File: config.mk
export PLATFORM = sky130hd
export DESIGN_NAME = dq_ctrl
export DESIGN_NICKNAME = d
export VERILOG_FILES = /design/src/dq_pkg.sv /design/src/dq_ctrl.sv
export SDC_FILE = /design/constraint.sdc
export NUM_CORES = 1
export LEC_CHECK = 0
export ABC_AREA = 1
export BUFFER_PORTS_ARGS = -buffer_cell sky130_fd_sc_hd__buf_4
export CORE_AREA = 2 2 184 186
export DETAILED_ROUTE_END_ITERATION = 6
export DIE_AREA = 0 0 186 188
export GPL_ROUTABILITY_DRIVEN = 0
export PLACE_DENSITY = 0.55
export SYNTH_ARGS = -nofsm -noshare
export SYNTH_HDL_FRONTEND = slang
export SYNTH_SLANG_ARGS = --single-unit
File: constraint.sdc
create_clock -name clk -period 5.2 [get_ports clk]
set_input_delay 1.04 -clock clk [delete_from_list [all_inputs] [get_ports clk]]
set_output_delay 1.04 -clock clk [all_outputs]
set_load 0.02 [all_outputs]
File: src/dq_pkg.sv
package dq_pkg;

  // defaults for the top-level parameters
  localparam int CAPACITY_DEF  = 1024;
  localparam int WORD_BITS_DEF = 32;

  // command field width
  localparam int KIND_W = 3;

  // command codes, codes above query mean query
  typedef enum logic [KIND_W-1:0] {
    KIND_ADD_FRONT  = 3'd0,
    KIND_ADD_BACK   = 3'd1,
    KIND_TAKE_FRONT = 3'd2,
    KIND_TAKE_BACK  = 3'd3,
    KIND_QUERY      = 3'd4
  } kind_t;

endpackage

File: src/dq_ctrl.sv
module dq_ctrl #(
  parameter int CAPACITY  = dq_pkg::CAPACITY_DEF,
  parameter int WORD_BITS = dq_pkg::WORD_BITS_DEF,
  localparam int PTR_W = $clog2(CAPACITY),
  localparam int CNT_W = $clog2(CAPACITY + 1)
) (
  input  logic                        clk,
  input  logic                        rst,
  // command side
  input  logic                        in_valid,
  output logic                        in_ready,
  input  logic [dq_pkg::KIND_W-1:0]   kind,
  input  logic signed [WORD_BITS-1:0] push_value,
  // result side
  output logic                        res_valid,
  input  logic                        res_ready,
  output logic signed [WORD_BITS-1:0] res_popped_value,
  output logic                        res_popped_valid,
  output logic signed [WORD_BITS-1:0] res_front,
  output logic signed [WORD_BITS-1:0] res_back,
  output logic [CNT_W-1:0]            res_count,
  output logic                        res_overflow,
  // slot memory
  output logic                        mem_wr_en,
  output logic [PTR_W-1:0]            mem_wr_addr,
  output logic [WORD_BITS-1:0]        mem_wr_data,
  output logic                        mem_rd_en,
  output logic [PTR_W-1:0]            mem_rd_addr,
  input  logic [WORD_BITS-1:0]        mem_rd_data
);

  typedef enum logic {
    S_IDLE,
    S_FILL
  } state_t;

  localparam logic [PTR_W-1:0] LAST_SLOT = PTR_W'(CAPACITY - 1);
  localparam logic [CNT_W-1:0] FULL_CNT  = CNT_W'(CAPACITY);
  localparam logic [CNT_W-1:0] ONE_CNT   = CNT_W'(1);

  function automatic logic [PTR_W-1:0] ring_next(input logic [PTR_W-1:0] p);
    logic [PTR_W-1:0] r;
    r = (p == LAST_SLOT) ? '0 : p + PTR_W'(1);
    return r;
  endfunction

  function automatic logic [PTR_W-1:0] ring_prev(input logic [PTR_W-1:0] p);
    logic [PTR_W-1:0] r;
    r = (p == '0) ? LAST_SLOT : p - PTR_W'(1);
    return r;
  endfunction

  state_t                      st;
  logic [PTR_W-1:0]            head, head_next;
  logic [PTR_W-1:0]            tail, tail_next;
  logic [CNT_W-1:0]            count, count_next;
  logic signed [WORD_BITS-1:0] front, front_next;
  logic signed [WORD_BITS-1:0] back, back_next;
  logic signed [WORD_BITS-1:0] popped, popped_next;
  logic                        popped_ok, popped_ok_next;
  logic                        over, over_next;
  logic                        fill_front, fill_front_next;
  logic                        accept, done, go_fill;
  logic                        is_full, is_none;

  assign in_ready = (st == S_IDLE) && (!res_valid || res_ready);
  assign accept   = in_valid && in_ready;
  assign is_full  = (count == FULL_CNT);
  assign is_none  = (count == '0);

  always_comb begin
    head_next       = head;
    tail_next       = tail;
    count_next      = count;
    front_next      = front;
    back_next       = back;
    popped_next     = popped;
    popped_ok_next  = popped_ok;
    over_next       = over;
    fill_front_next = fill_front;
    done            = 1'b0;
    go_fill         = 1'b0;
    mem_wr_en       = 1'b0;
    mem_wr_addr     = tail;
    mem_wr_data     = push_value;
    mem_rd_en       = 1'b0;
    mem_rd_addr     = ring_next(head);
    if (st == S_IDLE && accept) begin
      popped_next    = '0;
      popped_ok_next = 1'b0;
      over_next      = 1'b0;
      done           = 1'b1;
      case (dq_pkg::kind_t'(kind))
        dq_pkg::KIND_ADD_FRONT: begin
          if (is_full) begin
            over_next = 1'b1;
          end else begin
            head_next   = ring_prev(head);
            mem_wr_en   = 1'b1;
            mem_wr_addr = ring_prev(head);
            front_next  = push_value;
            if (is_none) begin
              back_next = push_value;
            end
            count_next = count + ONE_CNT;
          end
        end
        dq_pkg::KIND_ADD_BACK: begin
          if (is_full) begin
            over_next = 1'b1;
          end else begin
            tail_next   = ring_next(tail);
            mem_wr_en   = 1'b1;
            mem_wr_addr = tail;
            back_next   = push_value;
            if (is_none) begin
              front_next = push_value;
            end
            count_next = count + ONE_CNT;
          end
        end
        dq_pkg::KIND_TAKE_FRONT: begin
          if (!is_none) begin
            popped_next    = front;
            popped_ok_next = 1'b1;
            head_next      = ring_next(head);
            count_next     = count - ONE_CNT;
            if (count != ONE_CNT) begin
              // refetch the new front word
              mem_rd_en       = 1'b1;
              mem_rd_addr     = ring_next(head);
              fill_front_next = 1'b1;
              go_fill         = 1'b1;
              done            = 1'b0;
            end
          end
        end
        dq_pkg::KIND_TAKE_BACK: begin
          if (!is_none) begin
            popped_next    = back;
            popped_ok_next = 1'b1;
            tail_next      = ring_prev(tail);
            count_next     = count - ONE_CNT;
            if (count != ONE_CNT) begin
              // refetch the new back word
              mem_rd_en       = 1'b1;
              mem_rd_addr     = ring_prev(ring_prev(tail));
              fill_front_next = 1'b0;
              go_fill         = 1'b1;
              done            = 1'b0;
            end
          end
        end
        default: begin
        end
      endcase
    end else if (st == S_FILL) begin
      done = 1'b1;
      if (fill_front) begin
        front_next = mem_rd_data;
      end else begin
        back_next = mem_rd_data;
      end
    end
  end

  always_ff @(posedge clk) begin
    if (rst) begin
      st        <= S_IDLE;
      head      <= '0;
      tail      <= '0;
      count     <= '0;
      res_valid <= 1'b0;
    end else begin
      case (st)
        S_IDLE: begin
          if (go_fill) begin
            st <= S_FILL;
          end
        end
        S_FILL: begin
          st <= S_IDLE;
        end
        default: begin
          st <= S_IDLE;
        end
      endcase
      head  <= head_next;
      tail  <= tail_next;
      count <= count_next;
      if (done) begin
        res_valid <= 1'b1;
      end else if (res_ready) begin
        res_valid <= 1'b0;
      end
    end
    front      <= front_next;
    back       <= back_next;
    popped     <= popped_next;
    popped_ok  <= popped_ok_next;
    over       <= over_next;
    fill_front <= fill_front_next;
  end

  assign res_popped_value = popped;
  assign res_popped_valid = popped_ok;
  assign res_front        = is_none ? '0 : front;
  assign res_back         = is_none ? '0 : back;
  assign res_count        = count;
  assign res_overflow     = over;

  // count never passes the capacity
  assert property (@(posedge clk) disable iff (rst) count <= FULL_CNT)
    else $error("entry count above capacity");

  // a pop on a non-empty queue removes exactly one word
  assert property (@(posedge clk) disable iff (rst)
    (accept && !is_none &&
     (kind == dq_pkg::KIND_TAKE_FRONT || kind == dq_pkg::KIND_TAKE_BACK))
    |=> count == $past(count) - ONE_CNT)
    else $error("pop did not decrement count");

  // the refill read always posts a result
  assert property (@(posedge clk) disable iff (rst) (st == S_FILL) |=> res_valid)
    else $error("refill did not post a result");

  // overflow is flagged only when the queue is full
  assert property (@(posedge clk) disable iff (rst)
    (res_valid && res_overflow) |-> is_full)
    else $error("overflow flagged on a queue with room");

endmodule
# After elaboration in Yosys (flattened, before gate mapping)

Index checks and enable logic that the tools add are counted.

Register bits after elaboration: 132
Input bits: 71
Output and inout bits: 165
Logic and storage cells: 123

Add/sub/neg operators: 7
Equal/unequal tests: 21
Multiplexer cells: 58
Bitwise operators: 1
Reductions and logical operators: 25

Operators with widths:

| cell                                                                      | number |
|---|---|
| 32-bit 2-to-1 mux                                                         | 11 |
| 32-bit case mux with 2 select lines                                       | 3 |
| 10-bit 2-to-1 mux                                                         | 16 |
| 10-bit case mux with 2 select lines                                       | 2 |
| 10-bit zero test                                                          | 3 |
| 10-bit by 1-bit subtractor with 10-bit output (second input constant)     | 3 |
| 11-bit 2-to-1 mux                                                         | 2 |
| 11-bit case mux with 2 select lines                                       | 1 |
| 1-bit 2-to-1 mux                                                          | 21 |
| 10-bit by 1-bit adder with 10-bit output (second input constant)          | 2 |
| 10-bit == test (second input constant)                                    | 2 |
| 6-bit AND reduction                                                       | 3 |
| 2-bit inequality test (second input constant)                             | 8 |
| 2-bit nonzero test                                                        | 7 |
| 3-bit inequality test (second input constant)                             | 4 |
| 4-bit AND reduction                                                       | 3 |
| 11-bit by 1-bit adder with 11-bit output (second input constant)          | 1 |
| 11-bit == test (second input constant)                                    | 1 |
| 11-bit zero test                                                          | 1 |
| 11-bit by 1-bit inequality test with 1-bit output (second input constant) | 1 |
| 11-bit by 1-bit subtractor with 11-bit output (second input constant)     | 1 |
| 3-bit by 2-bit == test with 1-bit output (second input constant)          | 2 |
| 1-bit case mux with 2 select lines                                        | 2 |
| 2-bit OR reduction                                                        | 2 |
| 8 further kinds                                                           | 10 |

# Logic depth before layout (Yosys ltp)

Gate-level depths: netlist of the first run.

Word-level depth: 8
Depth in mapped cells: 15
Gate-level depth less buffers: 15

# Worst setup path after synthesis of the first run

No wires, ideal clock.

Path kind: input port to flip-flop
Start: input res_ready
End: register back[0], enable pin
Library setup time: 0.480 ns
Arrival time: 4.354 ns
Data required time: 4.720 ns
Setup slack: 0.365 ns
Stages: 8
Buffers on the path: 1
Cells stage by stage: inv_1 > nand2_1 > nand2_1 > inv_1 > nand2_2 > clkbuf_1 > o21a_1 > a311oi_1

Longest elaborated chain between the ends: 6
Elaborated cells between the ends (all ways): 11
Those cells by class: eq/ne (5); reduce/logical (6)

Ends and longest elaborated chain:

| item                                                          | RTL line       | text |
|---|---|---|
| start: declaration                                            | dq_ctrl.sv:16  | `input logic res_ready,` |
| 1-bit logical OR (*)                                          | dq_ctrl.sv:66  | `assign in_ready = (st == S_IDLE) && (!res_valid \|\| res_ready);` |
| 1-bit logical AND (*)                                         | dq_ctrl.sv:66  |  |
| named net in_ready                                            | dq_ctrl.sv:11  | `output logic in_ready,` |
| 1-bit logical AND (*)                                         | dq_ctrl.sv:67  | `assign accept = in_valid && in_ready;` |
| 1-bit logical AND (*)                                         | dq_ctrl.sv:88  | `if (st == S_IDLE && accept) begin` |
| 3-bit inequality test (no line), or another cell as far along | n/a            |  |
| 6-bit AND reduction (no line) (*)                             | n/a            |  |
| end signal: assignment                                        | dq_ctrl.sv:198 | `back <= back_next;` |
| end: declaration                                              | dq_ctrl.sv:58  | `logic signed [WORD_BITS-1:0] back, back_next;` |

The timed path passes the listed nets; every way through them passes the cells marked *.
A chain may end at the register's enable or synchronous reset.

# Worst setup path in the final report of the first run

Start: register count[0], in the netlist res_count[0]
End: output res_front[7]

Longest elaborated chain between the ends: 2

Ends and longest elaborated chain:

| item                     | RTL line       | text |
|---|---|---|
| start: declaration       | dq_ctrl.sv:56  | `logic [CNT_W-1:0] count, count_next;` |
| start signal: assignment | dq_ctrl.sv:190 | `count <= count_next;` |
| 11-bit zero test         | dq_ctrl.sv:69  | `assign is_none = (count == '0);` |
| 32-bit 2-to-1 mux        | dq_ctrl.sv:207 | `assign res_front = is_none ? '0 : front;` |
| end: declaration         | dq_ctrl.sv:19  | `output logic signed [WORD_BITS-1:0] res_front,` |

No other way between the ends.

==> results of run 1 <==
==> power breakdown <==
group / switching (uW) / internal (uW) / total (uW)
Combinational: 634 / 330 / 964
Sequential: 39.9 / 1230 / 1270
Clock: 524 / 671 / 1200
==> per-stage QoR <==
stage | instance area, sq um | util (%)
CTS | 10400 | 31.39
floorplan | 7818 | -
global route | 10400 | 31.39
detailed placement | 9827 | 29.68
global placement | 9827 | 29.68
finish | 10400 | 31.39
==> critical path, cell delays in order, from the launching register on <==
cell	delay [ns]
dfxtp_1	0.41
inv_1	0.14
ha_1	0.27
nand4_2	0.20
nor2_4	0.64
buf_4	0.39
nor2_1	0.11
buf_4	0.17
==> cell usage after synthesis (2+ instances only) <==
| cell type | number |
|---|---|
| nand3_2 | 4 |
| edfxtp_1 | 99 |
| o21ai_1 | 5 |
| buf_1 | 3 |
| buf_6 | 2 |
| a21oi_1 | 28 |
| ha_1 | 9 |
| clkinv_1 | 2 |
| inv_1 | 121 |
| o22ai_1 | 18 |
| nand3_1 | 48 |
| nor2_2 | 9 |
| nand2_2 | 11 |
| a31oi_1 | 2 |
| dfxtp_1 | 33 |
| nand2_1 | 273 |
| o21ai_0 | 58 |
| inv_2 | 11 |
| buf_4 | 34 |
| nand3b_1 | 4 |
| nor2_1 | 141 |
| nand4_1 | 14 |
| nor2_4 | 7 |
| a211oi_1 | 2 |
| clkbuf_1 | 15 |
| xor2_1 | 16 |
| buf_2 | 12 |
| nor3_2 | 2 |
| nor3_1 | 11 |
| xnor2_1 | 3 |
==> routing by layer <==
metal / wire, um / GRT usage (%)
met4: 518 / 5.118
met1: 11020 / 17.75
met5: 0 / 0
met3: 2304 / 4.234
met2: 12440 / 24.88
==> worst min-delay path by stage <==
stage / start / end / depth (start not counted)
5_1_grt: head[8] / head[8] / 2
4_1_cts: head[1] / head[1] / 2
3_3_place_gp: head[8] / head[8] / 2
6_report: head[1] / head[1] / 2
2_1_floorplan: head[8] / head[8] / 2
3_5_place_dp: head[8] / head[8] / 2
==> cell type report <==
class / count / share of cell area [%]
Sequential cell: 132 / 34.95
Timing Repair Buffer: 244 / 17.62
Multi-Input combinational cell: 681 / 31.73
Tap cell: 448 / 5.392
Inverter: 134 / 4.839
Clock buffer: 17 / 4.092
Clock inverter: 15 / 1.372
==> sequential cells by signal, indices dropped and copies added, names as in the netlist <==
signal	flops
res_popped_value	32
res_valid	1
st	1
head	10
res_popped_valid	1
back	32
fill_front	1
front	32
res_count	11
res_overflow	1
tail	10
==> logic make-up after synthesis <==
| kind of cell | count (synthesis) | synth area share (%) |
|---|---|---|
| xor gates and xnor gates | 19 | 2.129 |
| buffers and inverters | 201 | 11.68 |
| DFF | 132 | 46.48 |
| adders and majority gates | 9 | 1.440 |
| AOI/OAI and AO/OA | 123 | 8.691 |
| and+or+nand+nor | 530 | 29.58 |
==> run_results.csv, run 1 <==
group,metric,value,unit
floorplanning,design.die.area,34970,sq um
worst_hold_path,hold_class,"flip-flop to flip-flop",
timing,tightest_slew,0.9752,ns
clock_tree,cts_resized,0,
clock_tree,hold_buffers,0,
clock_tree,clock_latency,0.42,ns
floorplanning,rows,67,
cells_and_area,multi_input_area,3298,sq um
floorplanning,core_area,33110,sq um
synthesis,synth_edf_count,99,
routing,first_pass_iters,5,
cells_and_area,instances_no_fill,1671,
clock_tree,cts_sinks,132,
synthesis,ys_seq_elements,132,
clock_tree,numCtsBuffers,17,
cells_and_area,regArea,3633,sq um
status,outcome,"complete, no violations",
timing,fin_setup_tns,0,ns
global_route,grt_pass1_wl,39050,um
worst_setup_path,path_max_fanout,31,
cells_and_area,layout-drive-gt1-share,26.82,%
worst_setup_path,worstSetupStartpointType,"flip-flop",
global_route,antenna_found_initial,0,
synthesis,synthTopCellsByArea,"edfxtp_1, nand2_1, dfxtp_1, nor2_1, inv_1",
timing,fin_crit_sh,73.40,%
routing,drcViolationCount,0,
clock_tree,cts_root_buffer,"clkbuf_16",
routing,dr_total_vias,7396,
synthesis,synth_top_area_share,38.03,%
worst_setup_path,r2r_end,"front[1]",
cells_and_area,area_growth,32.97,%
global_route,overflow,0,
floorplanning,pin_count,236,
flow_run,drv_cap,0,
floorplanning,start_util,23.61,%
synthesis,ys_seq_area_share,46.48,%
clock_tree,h-tree-depth,4,
floorplanning,die_h,188,um
global_route,grt_pass1_vias,6861,
synthesis,synth_ff_type,"edfxtp_1",
clock_tree,path_clk_slew,0.06,ns
synthesis,syn_area,7817,sq um
placed_design,dp_slack,1.526,ns
cells_and_area,fillers,3517,
cells_and_area,final_net_count,1290,
routing,wl_per_cell,15.73,um
synthesis,synth_cell_type_count,47,
worst_setup_path,crit_path_end_kind,"primary output",
power_and_ir_drop,peakVddDrop,0.1932,mV
routing,via_per_inst,4.426,
power_and_ir_drop,total_power,3433,uW
synthesis,synth-async-reset-ratio,0,%
timing,slew_viol_final,0,
timing,min_period,3.817,ns
worst_setup_path,cp-startpoint,"res_count[0]",
worst_setup_path,crit_required,4.16,ns
clock_tree,cts_tree,"yes",
timing,fin_hold_ws,0.5299,ns
timing,setup_viol,0,
cells_and_area,final_common_cell,"nand2_1",
power_and_ir_drop,p_leak,0.004793,uW
global_route,grt_max_degree,67,
clock_tree,clk_path_buf_depth,2,
placed_design,dp_hpwl,19210,um
timing,clock.fmax,262.0,MHz
synthesis,synth_top_area_cell,"edfxtp_1",
routing,ant_nets,0,
worst_setup_path,critPathArrivalTime,2.78,ns
worst_setup_path,critPathKind,"flip-flop to primary output",
timing,hold_violations,0,
power_and_ir_drop,powerDensity,330.3,nW/um^2
routing,routed_wl,26280,um
placed_design,dp_cells,1639,
routing,drtIter0Drc,482,
worst_setup_path,r2r_slack,1.79,ns
cells_and_area,n_antenna_cell,0,
timing,worst_slack,1.383,ns
synthesis,syn_inst,1014,
worst_setup_path,rr_startpoint,"res_count[0]",
worst_setup_path,reg2reg_depth,9,
global_route,grt_usage,14.72,%
cells_and_area,layout_common_cells,"nand2_1, buf_4, nor2_1",
worst_setup_path,cp-endpoint,"res_front[7]",
timing,max_slew_margin,34.83,%
synthesis,syn_area_per_cell,7.710,sq um
clock_tree,post_cts_buffers,0,
placed_design,io_buffers,235,
timing,rsz0062_at_grt,"no",
synthesis,ys_warn_count,0,
floorplanning,die_x,186,um
synthesis,syn_nets,1094,
timing,fin_skew,0.01237,ns
Note: power is estimated with default switching activity, not from simulation.
==> run 2: changes to the inputs <==
clock period = 3.6 ns   (was 5.2 ns; I/O delays follow)
==> run 2 against run 1 <==
Routed wire length decreased by 2.8%. Cell count grew 0.18%. Worst hold slack improved by 0.00052 ns. Sequential share of layout area fell by 0.25 points. Global-route usage shrank 0.46 points.
==> run_results.csv, run 2 (synthesis results as in run 1) <==
group,metric,value,unit
status,outcome,"complete, no violations",
power_and_ir_drop,peakVddDrop,0.2950,mV
global_route,overflow,0,
clock_tree,path_clk_slew,0.07,ns
floorplanning,die_x,186,um
clock_tree,h-tree-depth,4,
cells_and_area,fillers,3496,
clock_tree,cts_root_buffer,"clkbuf_16",
cells_and_area,final_common_cell,"nand2_1",
global_route,grt_max_degree,67,
worst_setup_path,cp-startpoint,"tail[0]",
cells_and_area,final_net_count,1293,
worst_setup_path,worstSetupStartpointType,"flip-flop",
timing,min_period,3.271,ns
routing,wl_met2,12730,um
timing,fin_crit_sh,90.86,%
timing,hold_violations,0,
floorplanning,design.die.area,34970,sq um
routing,dr_total_vias,7292,
routing,drcViolationCount,0,
timing,setup_viol,0,
worst_hold_path,worst_hold_startpoint,"head[8]",
timing,slew_viol_final,0,
worst_hold_path,hold_class,"flip-flop to flip-flop",
cells_and_area,layout_common_cells,"nand2_1, buf_4, nor2_1",
power_and_ir_drop,total_power,5004,uW
placed_design,io_buffers,235,
global_route,grt_pass1_vias,6810,
routing,drtIter0Drc,493,
clock_tree,clock_latency,0.43,ns
global_route,antenna_found_initial,0,
clock_tree,cts_sinks,132,
clock_tree,cts_tree,"yes",
worst_setup_path,crit_required,2.88,ns
power_and_ir_drop,p_leak,0.004824,uW
timing,rsz0062_at_grt,"no",
cells_and_area,layout-drive-gt1-share,27.08,%
floorplanning,start_util,23.61,%
worst_setup_path,crit_path_end_kind,"primary output",
worst_setup_path,critPathKind,"flip-flop to primary output",
routing,ant_nets,0,
placed_design,placed_area,9861,sq um
routing,via_per_inst,4.356,
worst_hold_path,holdPathStages,2,
worst_setup_path,critPathArrivalTime,2.55,ns
timing,max_slew_margin,41.62,%
global_route,grt_pass1_wl,37960,um
routing,wl_per_cell,15.27,um
routing,wl_met1,10520,um
routing,first_pass_iters,5,
floorplanning,pin_count,236,
timing,fin_skew,0.01855,ns
floorplanning,rows,67,
cells_and_area,fin_area,10480,sq um
routing,top_layer_used,"met4",
cells_and_area,n_antenna_cell,0,
floorplanning,die_h,188,um
timing,clock.fmax,305.7,MHz
worst_setup_path,rr_startpoint,"res_count[1]",
cells_and_area,area_growth,33.99,%
worst_setup_path,reg2reg_depth,8,
clock_tree,clk_path_buf_depth,2,
floorplanning,core_area,33110,sq um
timing,tightest_slew,0.8756,ns
global_route,grt_usage,14.26,%
worst_setup_path,path_max_fanout,9,
placed_design,dp_hpwl,18990,um
power_and_ir_drop,powerDensity,477.7,nW/um^2
timing,fin_setup_tns,0,ns
routing,routed_wl,25560,um
flow_run,drv_cap,0,
routing,dr_wl_met3,1902,um
clock_tree,numCtsBuffers,17,
-- run 2: timing repair --
item | CTS | global route
setup buffers | 0 | 1
gates resized for setup | 0 | 1
hold buffers | 0 | 0
setup endpoints to repair | 0 | 9
-- run 2: through the flow --
| step | hold WS [ns] | worst slack [ns] | cells | utilization [%] |
|---|---|---|---|---|
| global placement | 0.5171 | 0.6777 | 1641 | 29.78 |
| detailed placement | 0.5212 | 0.6247 | 1641 | 29.78 |
| global route | 0.5613 | 0.03129 | 1674 | 31.63 |
| CTS | 0.5326 | 0.1571 | 1673 | 31.57 |
| finish | 0.5305 | 0.3289 | 1674 | 31.63 |
| floorplan | 0.4788 | 0.1891 | 1014 | - |
-- run 2: final cells by class --
type                    instances  area (sq um)  share of cell area [%]
well taps                     448         560.5                   5.351
multi-input cells             681          3304                   31.55
clock inverters                15         167.7                   1.601
clock buffers                  17         425.4                   4.061
flip-flops and latches        132          3635                   34.70
repair buffers                247          1879                   17.94
inverters                     134         503.0                   4.802
-- run 2: where the power goes --
part	internal, uW	switching [uW]
clock	1040	733
combinational	486	912
sequential	1780	55.7
-- run 2: worst paths after layout --
path / endpoint / slack, ns
max reg2reg: front[4] / 0.90
min reg2reg: head[8] / 0.53
min: head[8] / 0.53
max: mem_rd_addr[9] / 0.33
-- run 2: per-layer routing --
layer | up-vias | track usage [%]
li1 | 3649 | -
met1 | 3338 | 16.46
met2 | 277 | 25.64
met3 | 28 | 3.651
met4 | 0 | 4.210
met5 | - | 0
-- run 2: critical path, stage by stage (launching register included) --
cell	delay, ns
dfxtp_1	0.50
inv_2	0.15
ha_1	0.25
nand2_2	0.09
nand2_1	0.11
inv_1	0.14
nand2_1	0.08
nor2_2	0.21
nand2_2	0.09
nor2_2	0.10
nand2_1	0.06
nand2_1	0.07
nand2_1	0.04
nand2_1	0.05
nand2_1	0.04
buf_4	0.15
==> run 3: changes to the inputs <==
CTS_BUF_LIST = sky130_fd_sc_hd__clkbuf_4 sky130_fd_sc_hd__clkbuf_8   (was unset)
==> run 3 against run 2 <==
Design area down 1.8%. Fmax rose by 0.80%. Clock skew fell by 0.0037 ns. Combinational power hardly changed. Die area stayed put. Utilization shrank 0.57 points. Highest routed layer unchanged.
==> run_results.csv, run 3 (synthesis results as in run 1) <==
group,metric,value,unit
placed_design,dp_hpwl,18990,um
flow_run,drv_cap,0,
cells_and_area,n_antenna_cell,0,
clock_tree,cts_sinks,132,
timing,fin_crit_sh,90.14,%
timing,setup_viol,0,
routing,dr_total_vias,7287,
clock_tree,hold_buffers,0,
timing,fin_setup_tns,0,ns
cells_and_area,final_net_count,1293,
cells_and_area,layout-drive-gt1-share,27.24,%
clock_tree,numCtsBuffers,17,
global_route,grt_pass1_wl,37860,um
timing,min_period,3.245,ns
global_route,grt_pass1_vias,6803,
timing,fin_skew,0.01484,ns
timing,slew_viol_final,0,
worst_setup_path,worstSetupStartpointType,"flip-flop",
clock_tree,clk_path_buf_depth,2,
timing,rsz0062_at_grt,"no",
cells_and_area,area_growth,31.58,%
timing,max_slew_margin,41.69,%
clock_tree,h-tree-depth,4,
floorplanning,die_x,186,um
floorplanning,die_h,188,um
routing,drtIter0Drc,564,
cells_and_area,fillers,3517,
worst_setup_path,crit_required,2.88,ns
power_and_ir_drop,p_leak,0.004737,uW
power_and_ir_drop,total_power,4539,uW
routing,first_pass_iters,5,
cells_and_area,final_common_cell,"nand2_1",
global_route,grt_max_degree,67,
cells_and_area,layout_common_cells,"nand2_1, buf_4, nor2_1",
routing,via_per_inst,4.353,
global_route,overflow,0,
clock_tree,cts_tree,"yes",
power_and_ir_drop,peakVddDrop,0.2027,mV
worst_setup_path,critPathArrivalTime,2.53,ns
worst_hold_path,hold_class,"flip-flop to flip-flop",
floorplanning,rows,67,
worst_setup_path,r2r_slack,0.93,ns
power_and_ir_drop,powerDensity,441.3,nW/um^2
status,outcome,"complete, no violations",
timing,hold_violations,0,
worst_setup_path,path_max_fanout,8,
routing,routed_wl,25540,um
floorplanning,core_area,33110,sq um
floorplanning,pin_count,236,
routing,drcViolationCount,0,
routing,wl_per_cell,15.26,um
routing,ant_nets,0,
timing,clock.fmax,308.1,MHz
timing,tightest_slew,0.8746,ns
clock_tree,clock_latency,0.45,ns
floorplanning,start_util,23.61,%
clock_tree,cts_root_buffer,"clkbuf_8",
placed_design,io_buffers,235,
worst_setup_path,crit_path_end_kind,"primary output",
clock_tree,path_clk_slew,0.09,ns
global_route,grt_usage,14.20,%
global_route,antenna_found_initial,0,
worst_setup_path,critPathKind,"flip-flop to primary output",
floorplanning,design.die.area,34970,sq um
-- run 3: changes by cell type in the layout (fill, tap and decap cells not counted) --
| cell | before | now |
|---|---|---|
| dfxtp_2 | 1 | 3 |
| clkbuf_8 | 0 | 17 |
| clkbuf_16 | 17 | 0 |
| dfxtp_1 | 32 | 30 |
-- run 3: cell type report --
cell class              instances  area, sq um  area share, %
inverters                     134        503.0          4.890
multi-input cells             681         3304          32.13
well taps                     448        560.5          5.449
flip-flops and latches        132         3637          35.36
repair buffers                247         1879          18.27
clock buffers                  17        234.0          2.275
clock inverters                15        167.7          1.630
-- run 3: per-layer routing --
metal	part of all wire, %	track usage (%)	vias to the layer above
li1	-	-	3643
met1	41	16.34	3337
met2	50	25.68	276
met3	7.9	3.651	31
met4	1.5	4.028	0
met5	0	0	-
-- run 3: worst max-delay path, stage by stage, from the launching register on --
cell,delay [ns]
dfxtp_1,0.36
inv_1,0.18
ha_1,0.22
inv_1,0.06
nor2_1,0.11
nand3_1,0.12
nand2_1,0.08
o21ai_1,0.14
nor2_2,0.22
nand4_4,0.18
nand2_1,0.13
nor2_1,0.05
nor2_1,0.08
buf_4,0.14
-- run 3: worst paths after layout --
| check | from | end | cells after the start |
|---|---|---|---|
| worst max-delay path | tail[1] | mem_rd_addr[8] | 13 |
| worst min-delay path | head[8] | head[8] | 2 |
| worst max register to register | res_count[0] | front[4] | 8 |
| worst min register to register | head[8] | head[8] | 2 |
-- run 3: repair_timing --
item	4_1_cts	5_1_grt
setup buffers	0	1
resized for setup	0	3
setup endpoints to repair	0	10
-- run 3: through the flow --
stage / setup WS (ns) / cell area (sq um) / hold slack [ns] / cells / utilization, %
detailed placement: 0.6247 / 9861 / 0.5212 / 1641 / 29.78
global placement: 0.6777 / 9861 / 0.5171 / 1641 / 29.78
finish: 0.3548 / 10290 / 0.5367 / 1674 / 31.06
floorplan: 0.1891 / 7829 / 0.4788 / 1014 / -
CTS: 0.1011 / 10260 / 0.5227 / 1673 / 30.99
global route: 0.03926 / 10290 / 0.5340 / 1674 / 31.06
-- run 3: report_power, final --
group	total (uW)	internal (uW)	leakage (uW)	switching (uW)
registers	1840	1780	0.00123	55.8
clock network	1300	631	0.000194	673
logic	1400	486	0.00331	914
